==> src/hbs_pkg.sv <==
// ----------------------------------------------------------------------------
// hbs_pkg
// Shared types, constants and bit helpers for the hierarchical bitmap search.
// ----------------------------------------------------------------------------
`default_nettype none

package hbs_pkg;

  localparam int WORD_BITS    = 32;
  localparam int IDX_W        = 15;
  localparam int SIZE_W       = 16;
  localparam int MAP_BITS_DEF = 32768;
  localparam logic [SIZE_W-1:0] SIZE_RESET = 16'h8000;

  localparam logic [2:0] MODE_FILL  = 3'd0;
  localparam logic [2:0] MODE_SET   = 3'd1;
  localparam logic [2:0] MODE_CLEAR = 3'd2;
  localparam logic [2:0] MODE_TEST  = 3'd3;
  localparam logic [2:0] MODE_LOW   = 3'd4;
  localparam logic [2:0] MODE_ABOVE = 3'd5;
  localparam logic [2:0] MODE_BELOW = 3'd6;

  typedef struct packed {
    logic [2:0]       mode;
    logic [IDX_W-1:0] bit_index;
    logic             fill_value;
  } req_t;

  typedef struct packed {
    logic             found;
    logic [IDX_W-1:0] found_index;
    logic             was_set;
    logic             map_empty;
  } rsp_t;

  typedef enum logic [2:0] {
    ST_SWEEP,
    ST_IDLE,
    ST_RD_LEAF,
    ST_RD_MID,
    ST_DESC_MID,
    ST_DESC_LEAF,
    ST_DONE
  } state_t;

  function automatic logic [4:0] pick_bit(input logic [31:0] x, input logic high);
    logic [4:0] r;
    r = '0;
    if (high) begin
      for (int i = 0; i < 32; i++) begin
        if (x[i]) r = 5'(i);
      end
    end else begin
      for (int i = 31; i >= 0; i--) begin
        if (x[i]) r = 5'(i);
      end
    end
    return r;
  endfunction

  function automatic logic [31:0] mask_below(input logic [4:0] b);
    return (32'd1 << b) - 32'd1;
  endfunction

  function automatic logic [31:0] mask_above(input logic [4:0] b);
    return ~((32'd2 << b) - 32'd1);
  endfunction

endpackage

`default_nettype wire

==> src/hbs_fill_pattern.sv <==
// ----------------------------------------------------------------------------
// hbs_fill_pattern
// Leaf, summary and top words of a map filled with ones up to a given size.
// ----------------------------------------------------------------------------
`default_nettype none

module hbs_fill_pattern import hbs_pkg::*; #(
  parameter int LW_AW = 10
) (
  input  wire logic [SIZE_W-1:0] size,
  input  wire logic [LW_AW-1:0]  word,
  output logic [31:0]            leaf_word,
  output logic [31:0]            mid_word,
  output logic [31:0]            top_word
);

  logic [SIZE_W-1:0] word_ext;
  logic [SIZE_W-1:0] full_words;
  logic [SIZE_W-1:0] used_words;
  logic [SIZE_W-1:0] mid_base;
  logic [SIZE_W-1:0] used_mids;

  assign word_ext   = SIZE_W'(word);
  assign full_words = size >> 5;
  assign used_words = SIZE_W'((17'(size) + 17'd31) >> 5);
  assign mid_base   = (word_ext >> 5) << 5;
  assign used_mids  = (used_words + SIZE_W'(31)) >> 5;

  always_comb begin
    if (word_ext < full_words) begin
      leaf_word = '1;
    end else if (word_ext == full_words) begin
      leaf_word = mask_below(size[4:0]);
    end else begin
      leaf_word = '0;
    end
    if (used_words >= mid_base + SIZE_W'(32)) begin
      mid_word = '1;
    end else if (used_words > mid_base) begin
      mid_word = mask_below(5'(used_words - mid_base));
    end else begin
      mid_word = '0;
    end
    if (used_mids >= SIZE_W'(32)) begin
      top_word = '1;
    end else begin
      top_word = mask_below(used_mids[4:0]);
    end
  end

endmodule

`default_nettype wire

==> config.mk <==
export PLATFORM = sky130hd
export DESIGN_NAME = hbs_fill_pattern
export DESIGN_NICKNAME = d
export VERILOG_FILES = /design/src/hbs_pkg.sv /design/src/hbs_fill_pattern.sv
export SDC_FILE = /design/constraint.sdc
export NUM_CORES = 1
export LEC_CHECK = 0
export ABC_CLOCK_PERIOD_IN_PS = 10300
export BUFFER_PORTS_ARGS = -buffer_cell sky130_fd_sc_hd__buf_2
export CORE_ASPECT_RATIO = 1.5
export CORE_MARGIN = 8
export CORE_UTILIZATION = 59
export DETAILED_ROUTE_END_ITERATION = 8
export GPL_TIMING_DRIVEN = 0
export PLACE_DENSITY = 0.91
export SYNTH_ARGS = -nofsm -noshare
export SYNTH_HDL_FRONTEND = slang
export SYNTH_SLANG_ARGS = --single-unit
==> constraint.sdc <==
create_clock -name vclk -period 10.3
set_input_delay 1.03 -clock vclk [all_inputs]
set_output_delay 1.03 -clock vclk [all_outputs]
set_load 0.05 [all_outputs]
; Word level (Yosys, flattened, before mapping)
; Cells that the tools add are included.
[totals]
inputBits = 26
out_inout_bits = 96
reg_bits = 0
wordCells = 20
[op_classes]
order_cmp = 4
n_shift = 3
addsub = 7
n_eq_ne = 1
mux = 5
[op_table]
columns = op, n
row1 = $mux W32, 5
row2 = $shl A1 B5 Y32 const A, 3
row3 = $sub A32 B1 Y32 const B, 3
row4 = $add A16 B5 Y17 const B, 1
row5 = $add A12 B5 Y13 const B, 1
row6 = $ge A12 B11 Y1, 1
row7 = $gt A12 B10 Y1, 1
row8 = $add A10 B6 Y11 const B, 1
row9 = $eq A10 B11 Y1, 1
row10 = $lt A10 B11 Y1, 1
row11 = $ge A8 B6 Y1 const B, 1
row12 = $sub A5 B1 Y5 const B, 1

; Longest topological paths before layout
[depth]
ltp_word = 6
mapped_depth = 14
depth_no_buf = 13

; Worst setup path before layout
; Ideal clock, no wire load.
[synth_timing]
path_type = input to output
startpoint = input port size[6]
endpoint = output port top_word[6]
setup_slack_ns = 4.241
arrival_time_ns = 5.029
path_buffers = 2
required_ns = 9.270
path_stages = 11
path_cell_list = buf_6 -> or4_4 -> nor3_4 -> nor3_1 -> o21bai_2 -> buf_4 -> nand3_1 -> ha_1 -> and2_1 -> nor2b_1 -> o311ai_0
[synth_between]
elab_chain_len = 5
word_cells_on_any_way = 6
classes_between = 3 x add/sub / 1 x order compare / 1 x shift / 1 x mux
[synth_rtl]
columns = item, line_no
row1 = "start, declared", hbs_fill_pattern.sv:10  ; input wire logic [SIZE_W-1:0] size,
row2 = $add A16 B5 Y17 (*), hbs_fill_pattern.sv:25  ; assign used_words = SIZE_W'((17'(size) + 17'd31) >> 5);
row3 = $add A12 B5 Y13 (*), hbs_fill_pattern.sv:27  ; assign used_mids = (used_words + SIZE_W'(31)) >> 5;
row4 = $shl A1 B5 Y32, hbs_pkg.sv:62  ; return (32'd1 << b) - 32'd1;
row5 = $sub A32 B1 Y32, hbs_pkg.sv:62
row6 = $mux W32 (*), hbs_fill_pattern.sv:44  ; if (used_mids >= SIZE_W'(32)) begin
row7 = "end, declared", hbs_fill_pattern.sv:14  ; output logic [31:0] top_word
; Every way passes the cells marked *; elsewhere a longest branch is shown, timed or not.

; Worst setup path in the final report
[layout_timing]
startpoint = input port size[7]
endpoint = output port mid_word[21]
[layout_between]
elab_chain_len = 6
word_cells_on_any_way = 8
classes_between = 3 x add/sub / 2 x order compare / 1 x shift / 2 x mux
[layout_rtl]
columns = item, line_no
row1 = $add A16 B5 Y17 (*), hbs_fill_pattern.sv:25
row2 = $sub A5 B1 Y5, hbs_fill_pattern.sv:40  ; mid_word = mask_below(5'(used_words - mid_base));
row3 = $shl A1 B5 Y32, hbs_pkg.sv:62
row4 = $sub A32 B1 Y32, hbs_pkg.sv:62
row5 = $mux W32, hbs_fill_pattern.sv:39  ; end else if (used_words > mid_base) begin
row6 = $mux W32 (*), hbs_fill_pattern.sv:37  ; if (used_words >= mid_base + SIZE_W'(32)) begin
row7 = "end, declared", hbs_fill_pattern.sv:13  ; output logic [31:0] mid_word,
; Marks and branches as above.

==> impl_metrics.env <==
export IMPL_synth_area_per_cell_sq_um=5.95
export IMPL_dr_wl_met2_um=7790
export IMPL_yosysMostFrequentCell="o21ai_0"
export IMPL_whs_ps=2700
export IMPL_vias_per_cell=6.96
export IMPL_n_fill_cell=582
export IMPL_nClkBuffers=0
export IMPL_antenna_found_initial=0
export IMPL_ys_types=75
export IMPL_port_buffers=114
export IMPL_cp_max_fo=10
export IMPL_max_cap_viol_count=0
export IMPL_grt_pass1_vias=5267
export IMPL_leakage_uw=0.00170
export IMPL_drt_wl_total_um=16300
export IMPL_synth_cells=622
export IMPL_syn_area_sq_um=3700
export IMPL_crit_chain="buf_2 -> nand4_2 -> a211oi_2 -> nand2_1 -> xnor2_1 -> inv_1 -> ha_1 -> o21ai_0 -> a211oi_1 -> o21ai_0 -> a21oi_1 -> nand2_1 -> or3_1 -> o21ai_0 -> buf_2"
export IMPL_rsz0062_at_grt="false"
export IMPL_ys_seq_area_frac=0
export IMPL_met3_wirelength_um=1790
export IMPL_power_density_nw_per_um2=79.4
export IMPL_synth_top_area_frac=0.123
export IMPL_design_core_area_sq_um=6130
export IMPL_drv_slew=0
export IMPL_crit_required_ps=9270
export IMPL_yosys_warnings=0
export IMPL_min_path_cells=4
export IMPL_path_class="in2out"
export IMPL_seqCellArea_sq_um=0
export IMPL_fin_crit_sh=0.569
export IMPL_worst_path_stages=15
export IMPL_ant_nets=0
export IMPL_dpl_hpwl_um=12700
export IMPL_cts_resized_gates=0
export IMPL_fin_tns_setup_ps=0
export IMPL_vdd_drop_max_mv=0.0555
export IMPL_tightest_slew_ps=916
export IMPL_post_synth_top_area_cell="o21ai_0"
export IMPL_area_delta_synth_final_pct=17.9
export IMPL_diodes=0
export IMPL_grt_ovfl_total=0
export IMPL_hold_viol_final=0
export IMPL_synth_nets=671
export IMPL_ios=122
export IMPL_nNetsFinal=787
export IMPL_post_place_ws_ps=4600
export IMPL_postCtsSetupBuffers=0
export IMPL_num_vias=5637
export IMPL_gp_congestion=1.14
export IMPL_grt_pass1_wl_um=25400
export IMPL_top_layer="met4"
export IMPL_die_w_um=80.7
export IMPL_hp_class="in2out"
export IMPL_drt_iter0_markers=633
export IMPL_crit_path_frequent_cell="o21ai_0"
export IMPL_clock_fmax_ghz=0.171
export IMPL_critical_path_max_stage_delay_ps=510
export IMPL_met1_length_um=5580
export IMPL_drcViolationCount=0
export IMPL_seq_cells=0
export IMPL_period_minus_slack_ps=5860
export IMPL_start_util=0.604
export IMPL_setup_viol=0
export IMPL_outcome="finished, final reports clean"
export IMPL_cp_num_buf_inv=3
export IMPL_endpoint_kind="primary output"
export IMPL_grt_usage=0.336
export IMPL_drive_gt1_frac=0.224
export IMPL_crit_family="compound AO/OA/AOI/OAI gates"
export IMPL_max_slew_margin=0.388
export IMPL_dieArea_sq_um=9120
export IMPL_arrival_ps=4830
export IMPL_post_drt_wl_per_cell_um=20.1
export IMPL_synthTopCellsByArea="o21ai_0 12%, nand2_1 7.8%, ha_1 7.8%"
export IMPL_grt_max_degree=11
export IMPL_die_y_um=113
export IMPL_fp_row_count=35
export IMPL_setup_ws_ps=4440
export IMPL_start_kind="input port"
export IMPL_cts_hold_buf=0
export IMPL_crit_path_top_delay_cell="a211oi_2"
export IMPL_drtPass1Iterations=6
export IMPL_synth_common_cells="91 x o21ai_0, 77 x nand2_1, 63 x nor2_1"
-- cells by family (layout without fill, tap and decap cells) --
family | Yosys count | in the layout | share of synthesized area
AO/OA/AOI/OAI | 227 | 227 | 0.384
XOR/XNOR | 23 | 23 | 0.0584
adder cells (fa/ha/maj) | 23 | 23 | 0.0777
buffers and inverters | 74 | 188 | 0.0814
multiplexers | 7 | 7 | 0.0213
AND/OR/NAND/NOR | 268 | 268 | 0.377
-- through the flow --
step                power [uW]  area, sq um   util  cells
floorplan                  260         3700      -    622
global placement           334         4370  0.712    810
detailed placement         339         4370  0.712    810
CTS                        340         4370  0.712    810
global route               365         4370  0.712    810
finish                     347         4370  0.712    810
-- final timing paths --
path | slack (ps) | from | end
worst max-delay path | 4440 | size[7] | mid_word[21]
worst min-delay path | 2700 | size[4] | leaf_word[3]
-- placed cells by master, fill, tap and decap left out, types with 4 or more instances in the layout --
master / instances
inv_1: 23
o21ai_0: 91
xnor2_1: 16
o22a_1: 4
a211o_1: 4
nand2_1: 77
o21a_1: 5
xor2_1: 5
nor2_1: 63
ha_1: 23
and3_1: 4
and2_1: 4
clkbuf_1: 36
o31ai_1: 14
nand4_1: 11
a21oi_1: 47
nor4_1: 8
nor3_4: 5
o21ai_1: 4
a211oi_1: 10
or3_1: 9
nor3_1: 16
nand2b_1: 6
a31oi_1: 8
buf_2: 120
o22ai_1: 6
or2_2: 9
nand3_1: 35
-- where the power goes --
group / switching (uW) / internal, uW / total (uW)
Sequential: 0 / 0 / 0
Clock: 0 / 0 / 0
Combinational: 264 / 82.8 / 347
-- per-layer routing --
layer / global-route usage / vias up
met2: 0.583 / 497
li1: - / 2539
met1: 0.371 / 2498
met4: 0.210 / 0
met5: 0 / -
met3: 0.0365 / 103
-- cell type report --
type	instances	area [sq um]	share of cell area
plain buffers	48	204	0.0467
inverters	26	97.6	0.0223
multi-input cells	548	3400	0.779
well taps	74	92.6	0.0212
repair buffers	114	571	0.131
No activity file was read; power rests on OpenSTA's default activity.
